### src/mwtc_pkg.sv
// Shared definitions for the selectable-width table CRC engine.
// Holds width codes, register indexes, the 15-bit mask and polynomial lookups.
// No dependencies.
package mwtc_pkg;

    // CRC width codes; any other code runs as 32-bit
    typedef enum logic [1:0] {
        WIDTH_CRC15 = 2'd0,
        WIDTH_CRC16 = 2'd1,
        WIDTH_CRC32 = 2'd2
    } width_mode_t;

    // Configuration register indexes
    localparam logic [1:0] CFG_WIDTH_MODE  = 2'd0;
    localparam logic [1:0] CFG_POLY_SELECT = 2'd1;

    localparam logic [31:0] CRC15_MASK = 32'h0000_7FFF;

    // 15-bit polynomial set
    function automatic logic [15:0] poly15(input logic [1:0] sel);
        logic [15:0] p;
        case (sel)
            2'd0:    p = 16'h80CF;
            2'd1:    p = 16'h8437;
            2'd2:    p = 16'h88C7;
            default: p = 16'h99D5;
        endcase
        return p;
    endfunction

    // 16-bit polynomial set
    function automatic logic [15:0] poly16(input logic [1:0] sel);
        logic [15:0] p;
        case (sel)
            2'd0:    p = 16'h80CF;
            2'd1:    p = 16'h84C7;
            2'd2:    p = 16'h88C7;
            default: p = 16'h99D5;
        endcase
        return p;
    endfunction

    // 32-bit polynomial set
    function automatic logic [31:0] poly32(input logic [1:0] sel);
        logic [31:0] p;
        case (sel)
            2'd0:    p = 32'h04C1_1DB7;
            2'd1:    p = 32'h1EDC_6F41;
            2'd2:    p = 32'h741B_8CD7;
            default: p = 32'h8141_41AB;
        endcase
        return p;
    endfunction

endpackage

### src/mwtc_step.sv
// One-byte CRC update: builds the table entry for the selected width and
// polynomial, then folds it into the shifted remainder.
// Depends on mwtc_pkg.
module mwtc_step (
    input  logic [7:0]           data_byte,
    input  logic [31:0]          rem_in,
    input  mwtc_pkg::width_mode_t width_mode,
    input  logic [1:0]           poly_select,
    output logic [31:0]          rem_out,
    output logic [31:0]          crc_out
);
    import mwtc_pkg::*;

    always_comb begin
        logic [15:0] r16;
        logic [15:0] t16;
        logic [31:0] t32;
        logic [15:0] p16;
        logic [31:0] p32;
        logic [7:0]  idx;
        r16     = rem_in[15:0];
        t16     = '0;
        t32     = '0;
        p16     = '0;
        p32     = '0;
        idx     = '0;
        rem_out = '0;
        crc_out = '0;
        case (width_mode)
            WIDTH_CRC15: begin
                // 16-bit register, top-bit test on bit 14
                p16 = poly15(poly_select);
                idx = data_byte ^ r16[14:7];
                t16 = {1'b0, idx, 7'd0};
                for (int k = 0; k < 8; k++) begin
                    if (t16[14]) begin
                        t16 = {t16[14:0], 1'b0} ^ p16;
                    end else begin
                        t16 = {t16[14:0], 1'b0};
                    end
                end
                rem_out = {16'd0, t16 ^ {r16[7:0], 8'd0}};
                crc_out = rem_out & CRC15_MASK;
            end
            WIDTH_CRC16: begin
                p16 = poly16(poly_select);
                idx = data_byte ^ r16[15:8];
                t16 = {idx, 8'd0};
                for (int k = 0; k < 8; k++) begin
                    if (t16[15]) begin
                        t16 = {t16[14:0], 1'b0} ^ p16;
                    end else begin
                        t16 = {t16[14:0], 1'b0};
                    end
                end
                rem_out = {16'd0, t16 ^ {r16[7:0], 8'd0}};
                crc_out = rem_out;
            end
            default: begin
                // 32-bit, also taken for the unused width code
                p32 = poly32(poly_select);
                idx = data_byte ^ rem_in[31:24];
                t32 = {idx, 24'd0};
                for (int k = 0; k < 8; k++) begin
                    if (t32[31]) begin
                        t32 = {t32[30:0], 1'b0} ^ p32;
                    end else begin
                        t32 = {t32[30:0], 1'b0};
                    end
                end
                rem_out = t32 ^ {rem_in[23:0], 8'd0};
                crc_out = rem_out;
            end
        endcase
    end

endmodule

### src/multi_width_table_crc.sv
// Top level of the selectable-width table CRC engine: input register,
// running remainder, result register and configuration registers.
// Depends on mwtc_pkg and mwtc_step.
//
//  channel  | direction | handshake          | payload
//  ---------+-----------+--------------------+-------------------------------
//  s_       | in        | s_tvalid/s_tready  | s_tdata = data_byte, s_tlast
//  m_       | out       | m_tvalid/m_tready  | m_tdata = crc_value
//  cfg_     | in        | cfg_valid/cfg_ready| cfg_index, cfg_data
//
// One byte per cycle unless a last byte waits on a stalled result word;
// a CRC word reaches m_ via the input and result registers. The limit is
// the remainder loop: one table update per cycle through rem_reg.
// Reset (aresetn low, synchronous) clears the remainder, empties both
// stages and sets width 32-bit, polynomial 0. A stalled result word holds
// the last byte of the next message in the input register.
module multi_width_table_crc (
    input  logic        aclk,
    input  logic        aresetn,
    input  logic        s_tvalid,
    output logic        s_tready,
    input  logic [7:0]  s_tdata,    // [7:0] data_byte
    input  logic        s_tlast,
    output logic        m_tvalid,
    input  logic        m_tready,
    output logic [31:0] m_tdata,    // [31:0] crc_value
    input  logic        cfg_valid,
    output logic        cfg_ready,
    input  logic [1:0]  cfg_index,
    input  logic [1:0]  cfg_data
);
    import mwtc_pkg::*;

    width_mode_t width_mode_reg;
    logic [1:0]  poly_select_reg;
    logic        in_valid_reg;
    logic [7:0]  in_byte_reg;
    logic        in_last_reg;
    logic [31:0] rem_reg;
    logic [31:0] rem_next;
    logic [31:0] crc_next;
    logic        out_valid_reg;
    logic [31:0] out_data_reg;
    logic        consume;

    assign cfg_ready = 1'b1;

    // Take a configuration word
    always_ff @(posedge aclk) begin
        if (!aresetn) begin
            width_mode_reg  <= WIDTH_CRC32;
            poly_select_reg <= 2'd0;
        end else if (cfg_valid) begin
            case (cfg_index)
                CFG_WIDTH_MODE:  width_mode_reg  <= width_mode_t'(cfg_data);
                CFG_POLY_SELECT: poly_select_reg <= cfg_data;
                default:         ;
            endcase
        end
    end

    // Advance the input register unless a last byte waits on a full output
    assign consume  = in_valid_reg && (!in_last_reg || !out_valid_reg || m_tready);
    assign s_tready = !in_valid_reg || consume;

    always_ff @(posedge aclk) begin
        if (!aresetn) begin
            in_valid_reg <= 1'b0;
        end else if (s_tvalid && s_tready) begin
            in_valid_reg <= 1'b1;
        end else if (consume) begin
            in_valid_reg <= 1'b0;
        end
    end

    always_ff @(posedge aclk) begin
        if (s_tvalid && s_tready) begin
            in_byte_reg <= s_tdata;
            in_last_reg <= s_tlast;
        end
    end

    mwtc_step u_step (
        .data_byte   (in_byte_reg),
        .rem_in      (rem_reg),
        .width_mode  (width_mode_reg),
        .poly_select (poly_select_reg),
        .rem_out     (rem_next),
        .crc_out     (crc_next)
    );

    // Fold the byte in; clear after the last byte of a message
    always_ff @(posedge aclk) begin
        if (!aresetn) begin
            rem_reg <= '0;
        end else if (consume) begin
            rem_reg <= in_last_reg ? 32'd0 : rem_next;
        end
    end

    // Hold the finished CRC word until it is taken
    always_ff @(posedge aclk) begin
        if (!aresetn) begin
            out_valid_reg <= 1'b0;
        end else if (consume && in_last_reg) begin
            out_valid_reg <= 1'b1;
        end else if (m_tready) begin
            out_valid_reg <= 1'b0;
        end
    end

    always_ff @(posedge aclk) begin
        if (consume && in_last_reg) begin
            out_data_reg <= crc_next;
        end
    end

    assign m_tvalid = out_valid_reg;
    assign m_tdata  = out_data_reg;

`ifndef ASSERT_OFF
    // Remainder starts over after a message ends
    a_clear_after_last: assert property (@(posedge aclk) disable iff (!aresetn)
        consume && in_last_reg |=> rem_reg == 32'd0)
        else $error("remainder not cleared after last byte");

    // A new result word only comes from a last byte
    a_out_from_last: assert property (@(posedge aclk) disable iff (!aresetn)
        $rose(out_valid_reg) |-> $past(in_last_reg) && $past(in_valid_reg))
        else $error("result word without a last byte");

    // Narrow modes keep the upper remainder bits clear
    a_narrow_rem: assert property (@(posedge aclk) disable iff (!aresetn)
        consume && (width_mode_reg == WIDTH_CRC15 || width_mode_reg == WIDTH_CRC16)
        |=> rem_reg[31:16] == 16'd0)
        else $error("narrow remainder has upper bits set");

    // A last byte never overwrites an unaccepted result word
    a_no_overwrite: assert property (@(posedge aclk) disable iff (!aresetn)
        out_valid_reg && !m_tready |-> !(consume && in_last_reg))
        else $error("result word overwritten while stalled");
`endif

endmodule

### config.mk
export PLATFORM = sky130hd
export DESIGN_NAME = multi_width_table_crc
export DESIGN_NICKNAME = d
export VERILOG_FILES = /design/src/mwtc_pkg.sv /design/src/mwtc_step.sv /design/src/multi_width_table_crc.sv
export SDC_FILE = /design/constraint.sdc
export NUM_CORES = 1
export LEC_CHECK = 0
export BUFFER_PORTS_ARGS = -buffer_cell sky130_fd_sc_hd__buf_2
export CELL_PAD_IN_SITES_DETAIL_PLACEMENT = 0
export CELL_PAD_IN_SITES_GLOBAL_PLACEMENT = 1
export CORE_ASPECT_RATIO = 1.5
export CORE_MARGIN = 2
export CORE_UTILIZATION = 48
export DETAILED_ROUTE_END_ITERATION = 7
export PLACE_DENSITY = 0.87
export REMOVE_ABC_BUFFERS = 1
export SLEW_MARGIN = 20
export SYNTH_ARGS = -nofsm -noshare
export SYNTH_HDL_FRONTEND = slang
export SYNTH_SLANG_ARGS = --single-unit
### constraint.sdc
create_clock -name aclk -period 6.1 [get_ports aclk]
set_input_delay 0 -clock aclk [delete_from_list [all_inputs] [get_ports aclk]]
set_output_delay 0 -clock aclk [all_outputs]
set_load 0.05 [all_outputs]
## Word level (Yosys, flattened, before mapping)

Cells that the tools add are included.

| operators by class | value |
|---|---|
| reductions and logical operators | 17 |
| magnitude comparators | 0 |
| multipliers | 0 |
| div/mod/pow operators | 0 |
| multiplexer cells | 61 |
| $add $sub $neg | 0 |
| bitwise logic cells | 30 |
| eq/ne operators | 4 |
| shift-type cells | 0 |

Operators with widths:

| kind | count |
|---|---|
| 32-bit two-way mux | 18 |
| 16-bit two-way mux | 20 |
| 32-bit bitwise XOR | 9 |
| 15-bit two-way mux | 14 |
| 16-bit bitwise XOR | 11 |
| 32-bit case mux with 2 select lines | 2 |
| 15-bit bitwise XOR | 7 |
| 32-bit case mux with 3 select lines | 1 |
| 13-bit case mux with 3 select lines | 2 |
| 8-bit bitwise XOR | 3 |
| 2-bit by 1-bit equality test with 1-bit output, second input constant | 3 |
| 2-bit logical NOT | 3 |
| 1-bit two-way mux | 4 |
| 2-bit AND reduction | 2 |
| 2-bit nonzero test | 2 |
| 1-bit logical AND | 3 |
| 1-bit logical NOT | 3 |
| 1-bit logical OR | 3 |
| 2-bit equality test, second input constant | 1 |
| 2-bit OR reduction | 1 |

| word-level totals | value |
|---|---|
| bits in read-only memories | 0 |
| latch bits | 0 |
| memories | 0 |
| register bits after elaboration | 79 |
| RAM bits | 0 |

## Logic depth before layout (Yosys ltp)

| depth | value |
|---|---|
| depth after elaboration | 30 |
| depth in mapped cells | 17 |

## By module

A second synthesis with hierarchy kept.

| unflattened totals | value |
|---|---|
| cells, all modules | 1107 |
| area total of the unflattened synthesis | 9350.2 µm² |

Modules (own cells, without submodules):

| module | cells each | instances | area each (µm²) |
|---|---|---|---|
| mwtc_step | 963 | 1 | 6855.3 |
| multi_width_table_crc | 144 | 1 | 2494.9 |

## Worst setup path after synthesis

OpenSTA, ideal clock, no wires.

| path | value |
|---|---|
| path kind | flip-flop to flip-flop |
| from | register poly_select_reg[0] |
| to | register out_data_reg[8], in the netlist m_tdata[8] (data pin) |
| slack | 1.812 ns |
| setup time | 0.255 ns |
| cell stages (with the launch flop) | 17 |
| arrival | 4.033 ns |
| clock period less this slack | 4.288 ns |
| cell sequence | dfxtp_1 -> inv_1 -> ha_1 -> clkbuf_1 -> clkbuf_1 -> nor2_1 -> and3_1 -> o21ai_0 -> a211oi_1 -> xnor3_1 -> xnor3_1 -> mux2i_1 -> a22oi_1 -> xnor2_1 -> nand2_1 -> a21oi_1 -> nor2_1 |

| between the ends | value |
|---|---|
| longest elaborated chain between the ends | 29 |
| elaborated cells on any way between the ends | 85 |

Ends and longest elaborated chain:

| item | line | source |
|---|---|---|
| from (decl) | multi_width_table_crc.sv:35 | `logic [1:0] poly_select_reg;` |
| from (signal assigned) | multi_width_table_crc.sv:56 | `CFG_POLY_SELECT: poly_select_reg <= cfg_data;` |
| 2-bit equality test, or another cell as far along | mwtc_pkg.sv:22, mwtc_pkg.sv:34, mwtc_pkg.sv:46 |  |
| 32-bit case mux with 3 select lines, or another cell as far along | mwtc_pkg.sv:46 | `case (sel)` |
| 32-bit two-way mux / 16-bit two-way mux (equally long branches) | mwtc_step.sv:29 | `case (width_mode)` |
| 32-bit bitwise XOR, or another cell as far along | mwtc_step.sv:66 | `t32 = {t32[30:0], 1'b0} ^ p32;` |
| 32-bit two-way mux, or another cell as far along | mwtc_step.sv:65 | `if (t32[31]) begin` |
| 32-bit two-way mux, or another cell as far along | mwtc_step.sv:29 |  |
| 32-bit bitwise XOR, or another cell as far along | mwtc_step.sv:66 |  |
| 32-bit two-way mux, or another cell as far along | mwtc_step.sv:65 |  |
| (+14 left out) | - |  |
| 32-bit two-way mux, or another cell as far along | mwtc_step.sv:65 |  |
| 32-bit two-way mux, or another cell as far along | mwtc_step.sv:29 |  |
| 32-bit bitwise XOR, or another cell as far along | mwtc_step.sv:66 |  |
| 32-bit two-way mux, or another cell as far along | mwtc_step.sv:65 |  |
| 32-bit two-way mux / 16-bit two-way mux (equally long branches) | mwtc_step.sv:29 |  |
| 32-bit bitwise XOR, or another cell as far along | mwtc_step.sv:71 | `rem_out = t32 ^ {rem_in[23:0], 8'd0};` |
| 32-bit case mux with 2 select lines * | mwtc_step.sv:29 |  |
| named net crc_next[8] | multi_width_table_crc.sv:41 | `logic [31:0] crc_next;` |
| to (signal assigned) | multi_width_table_crc.sv:114 | `out_data_reg <= crc_next;` |
| to (decl) | multi_width_table_crc.sv:43 | `logic [31:0] out_data_reg;` |

The timed path passes the listed nets; every way through them passes the cells marked *. The select of a mux whose other input is x is not followed.
A chain may end at the register's enable or synchronous reset.

## Worst setup path in the final report

| path | value |
|---|---|
| from | register poly_select_reg[0] |
| to | register rem_reg[13] |

| between the ends | value |
|---|---|
| longest elaborated chain between the ends | 30 |
| elaborated cells on any way between the ends | 86 |

Ends and longest elaborated chain:

| item | line | source |
|---|---|---|
| 2-bit equality test, or another cell as far along | mwtc_pkg.sv:22, mwtc_pkg.sv:34, mwtc_pkg.sv:46 |  |
| 32-bit case mux with 3 select lines / 13-bit case mux with 3 select lines (equally long branches) | mwtc_pkg.sv:46, mwtc_pkg.sv:22 |  |
| 32-bit two-way mux / 16-bit two-way mux (equally long branches) | mwtc_step.sv:29 |  |
| 32-bit bitwise XOR / 15-bit bitwise XOR (equally long branches) | mwtc_step.sv:66, mwtc_step.sv:37 |  |
| 32-bit two-way mux / 15-bit two-way mux (equally long branches) | mwtc_step.sv:65, mwtc_step.sv:36 |  |
| 32-bit two-way mux / 15-bit two-way mux (equally long branches) | mwtc_step.sv:29 |  |
| 32-bit bitwise XOR / 15-bit bitwise XOR (equally long branches) | mwtc_step.sv:66, mwtc_step.sv:37 |  |
| 32-bit two-way mux / 15-bit two-way mux (equally long branches) | mwtc_step.sv:65, mwtc_step.sv:36 |  |
| (+14 left out) | - |  |
| 32-bit two-way mux / 15-bit two-way mux (equally long branches) | mwtc_step.sv:65, mwtc_step.sv:36 |  |
| 32-bit two-way mux / 15-bit two-way mux (equally long branches) | mwtc_step.sv:29 |  |
| 32-bit bitwise XOR / 16-bit bitwise XOR (equally long branches) | mwtc_step.sv:66, mwtc_step.sv:37 |  |
| 32-bit two-way mux / 16-bit two-way mux (equally long branches) | mwtc_step.sv:65, mwtc_step.sv:36 |  |
| 32-bit two-way mux / 16-bit two-way mux (equally long branches) | mwtc_step.sv:29 |  |
| 32-bit bitwise XOR / 16-bit bitwise XOR (equally long branches) | mwtc_step.sv:71, mwtc_step.sv:42 |  |
| 32-bit case mux with 2 select lines * | mwtc_step.sv:29 |  |
| 32-bit two-way mux * | multi_width_table_crc.sv:97 | `rem_reg <= in_last_reg ? 32'd0 : rem_next;` |
| to (signal assigned) | multi_width_table_crc.sv:97 |  |
| to (decl) | multi_width_table_crc.sv:39 | `logic [31:0] rem_reg;` |

Mark *: on every way between the ends. The rest lies on a longest branch, timed or not. The select of a mux whose other input is x is not followed.

==> results.yml <==
timing:
  slew_violations: 0
  setup_slack_ns: 0.809
  hold_viol: 0
  rsz0062_at_grt: "false"
  max_freq_ghz: 0.189
  skew_ns: 0.00894
  period_share: 0.867
  setup_viol: 0
  min_period_ns: 5.29
  worst_pin_slew_ns: 1.08
  finalSetupTns_ns: 0
  slew_headroom: 0.279
pwr:
  ir_drop_mv: 0.183
  power.density_nw_per_um2: 387
  leakage_nw: 3.70
logic_synthesis:
  synth_warnings: 0
  ys_ff_latch: 79
  yosysTopAreaCell: "xnor2_1"
  synth_top_cell_area_share: 0.264
  synth-edff-count: 41
  synth.yosys.seq_area_share: 0.223
  ys.flop_type: "edfxtp_1"
  synth_cells: 1110
  avgSynthCellArea_um2: 8.06
  ys_types: 68
  postSynth.asyncResetShare: 0
  syn_area_um2: 8950
  synth.area.top_cells: "xnor2_1, edfxtp_1, dfxtp_1"
global_routing:
  grtUsageTotal: 0.329
  overflow: 0
  grt_pass1_wl_um: 47900
  grt_start_max_net_pins: 39
  antenna_found_initial: 0
  grt_pass1_vias: 7847
critical_path:
  path_cells: "inv_1 > ha_1 > inv_1 > nor4_1 > o22ai_1 > and4_4 > or3_1 > a21oi_1 > xnor3_1 > nand3_1 > a21oi_4 > xnor3_1 > mux2_2 > a22o_1"
  cp_num_buf_inv: 2
  endpoint_kind: "register"
  cp_top_family: "simple AND/OR/NAND/NOR gates"
  arrival_ns: 5.54
  path_class: "reg2reg"
  cpPeakStageDelay_ns: 0.67
  cp.required_ns: 6.34
  crit_fanout: 17
  cpMaxStageDelayCell: "ha_1"
  critPathLaunchType: "register"
detailed_routing:
  vias_per_cell: 5.84
  postRouteAntennaNets: 0
  routed_wirelength_um: 32100
  drt_iter0_markers: 791
  wl_per_cell_um: 22.7
  drc: 0
  num_vias: 8246
  drtPass1Iterations: 5
floorplan:
  dieArea_um2: 19800
  die_x_um: 115
  die_h_um: 171
  core_area_um2: 18400
  ios: 53
  rows: 61
  start_util: 0.486
cells_and_area:
  num-fill-cells: 1739
  diodes: 0
  areaGrowthSynthToFinish_pct: 11.7
  drive_gt1_frac: 0.112
  fin_util: 0.543
  seqCellArea_um2: 1990
  fin_nets: 1182
  multi_input_area_um2: 6620
clock_tree:
  clkSlewWorstSetupHoldPaths_ns: 0.07
  htree_levels: 3
  clock_sinks: 79
  ctsRootBufferMaster: "clkbuf_16"
  ctsResizeCount: 0
  cts_tree: "built"
  clkLatencyLatePin_ns: 0.35
  clockBufferDepth: 2
  cts_buffers: 9
  cts_setup_buffers: 0
place:
  routabilityCongestion: 0.998
  port_buffers: 51
  dp_hpwl_um: 24400
  dp_slack_ns: 0.935
outcome:
  status: "completed"
min_path:
  hold_path.class: "in2reg"
job:
  cap_violations: 0
-- metal layers --
layer	wire length, um	track usage
met1	12100	0.384
met2	15700	0.558
met3	1680	0.0226
met4	2650	0.246
met5	0	0
-- where the power goes --
group          switching, mW  total, mW  leakage (nW)  internal, mW
clock network          0.241      0.606         0.155         0.364
logic                   1.46       2.52          2.85          1.06
registers             0.0701      0.742         0.691         0.672
-- area by class of cell --
cell class,instances,area share
Clock inverter,7,0.0104
Inverter,16,0.00601
Clock buffer,9,0.0225
Multi-Input combinational cell,947,0.663
Tap cell,252,0.0316
Sequential cell,79,0.199
Timing Repair Buffer,102,0.0674
-- worst min-delay path: cells and delay by family --
kind | cells | cell delay, ns
compound gates | 1 | 0.08
simple gates | 2 | 0.16
buf+inv | 1 | 0.08
-- logic make-up (layout without fill, tap and decap cells) --
group	Yosys count	in the layout	share of synthesized area
fa+ha+maj	9	9	0.0126
compound gates	217	217	0.158
buf+inv	84	134	0.0386
other cells	1	1	0.000419
flops	79	79	0.223
xor+xnor	350	350	0.376
mux	20	20	0.0246
simple gates	350	350	0.167
-- repair_timing --
action / CTS / global route
endpoints found under the setup margin: 0 / 0
hold endpoints to repair: 15 / 0
hold buffers: 14 / 0
-- worst paths after layout --
path / startpoint / to / slack, ns / cells past startpoint
hold / removal: m_tready / in_valid_reg$_SDFFE_PN0P_ / 0.01 / 4
setup reg to reg: poly_select_reg[0]$_SDFFE_PN0P_ / rem_reg[13]$_SDFFE_PN0P_ / 0.81 / 14
hold reg to reg: rem_reg[24]$_SDFFE_PN0P_ / rem_reg[24]$_SDFFE_PN0P_ / 0.48 / 2
setup / recovery: poly_select_reg[0]$_SDFFE_PN0P_ / rem_reg[13]$_SDFFE_PN0P_ / 0.81 / 14
-- placed cells by master, fill, tap and decap left out, drive strengths merged, types with 12 or more instances in the layout --
cell and instances:
xnor3 15, nor3 15, and2 14, o21ai 58, nand3 16, nand2 141
edfxtp 41, buf 88, mux2i 17, xnor2 276, dlygate4sd3 14, a21oi 52
nor2 127, inv 17, dfxtp 38, a211oi 12, a22o 21, xor2 58
-- synth_stat cells (3+ instances only) --
master      n
xnor2_1   270
nand2_1   141
nor2_1    127
o21ai_0    57
xor2_1     57
a21oi_1    50
clkbuf_1   50
edfxtp_1   41
dfxtp_1    38
a22o_1     21
nand3_1    16
mux2i_1    15
nor3_1     15
xnor3_1    15
and2_1     14
a211oi_1   12
inv_1      12
a22oi_1    10
o211ai_1   10
ha_1        9
buf_1       8
a31oi_1     7
a32oi_1     7
o22ai_1     7
a21o_1      6
buf_2       6
nor2b_1     6
or3_1       6
a21boi_0    5
and3_1      5
nand2b_1    4
nand4_1     4
o32ai_1     4
or2_2       4
xnor2_2     4
mux2_2      3
o21a_1      3
o31ai_1     3
-- stage by stage --
step / area (um^2) / cells / hold slack [ns] / power [mW]
detailed placement: 9520 / 1382 / 0.178 / 3.21
floorplan: 8660 / 1042 / 0.0889 / 2.61
global placement: 9520 / 1382 / 0.178 / 3.19
CTS: 9990 / 1412 / 0.00296 / 3.83
global route: 9990 / 1412 / 0.0231 / 4.05
finish: 9990 / 1412 / 0.0148 / 3.87
No activity file was read; power rests on OpenSTA's default activity.
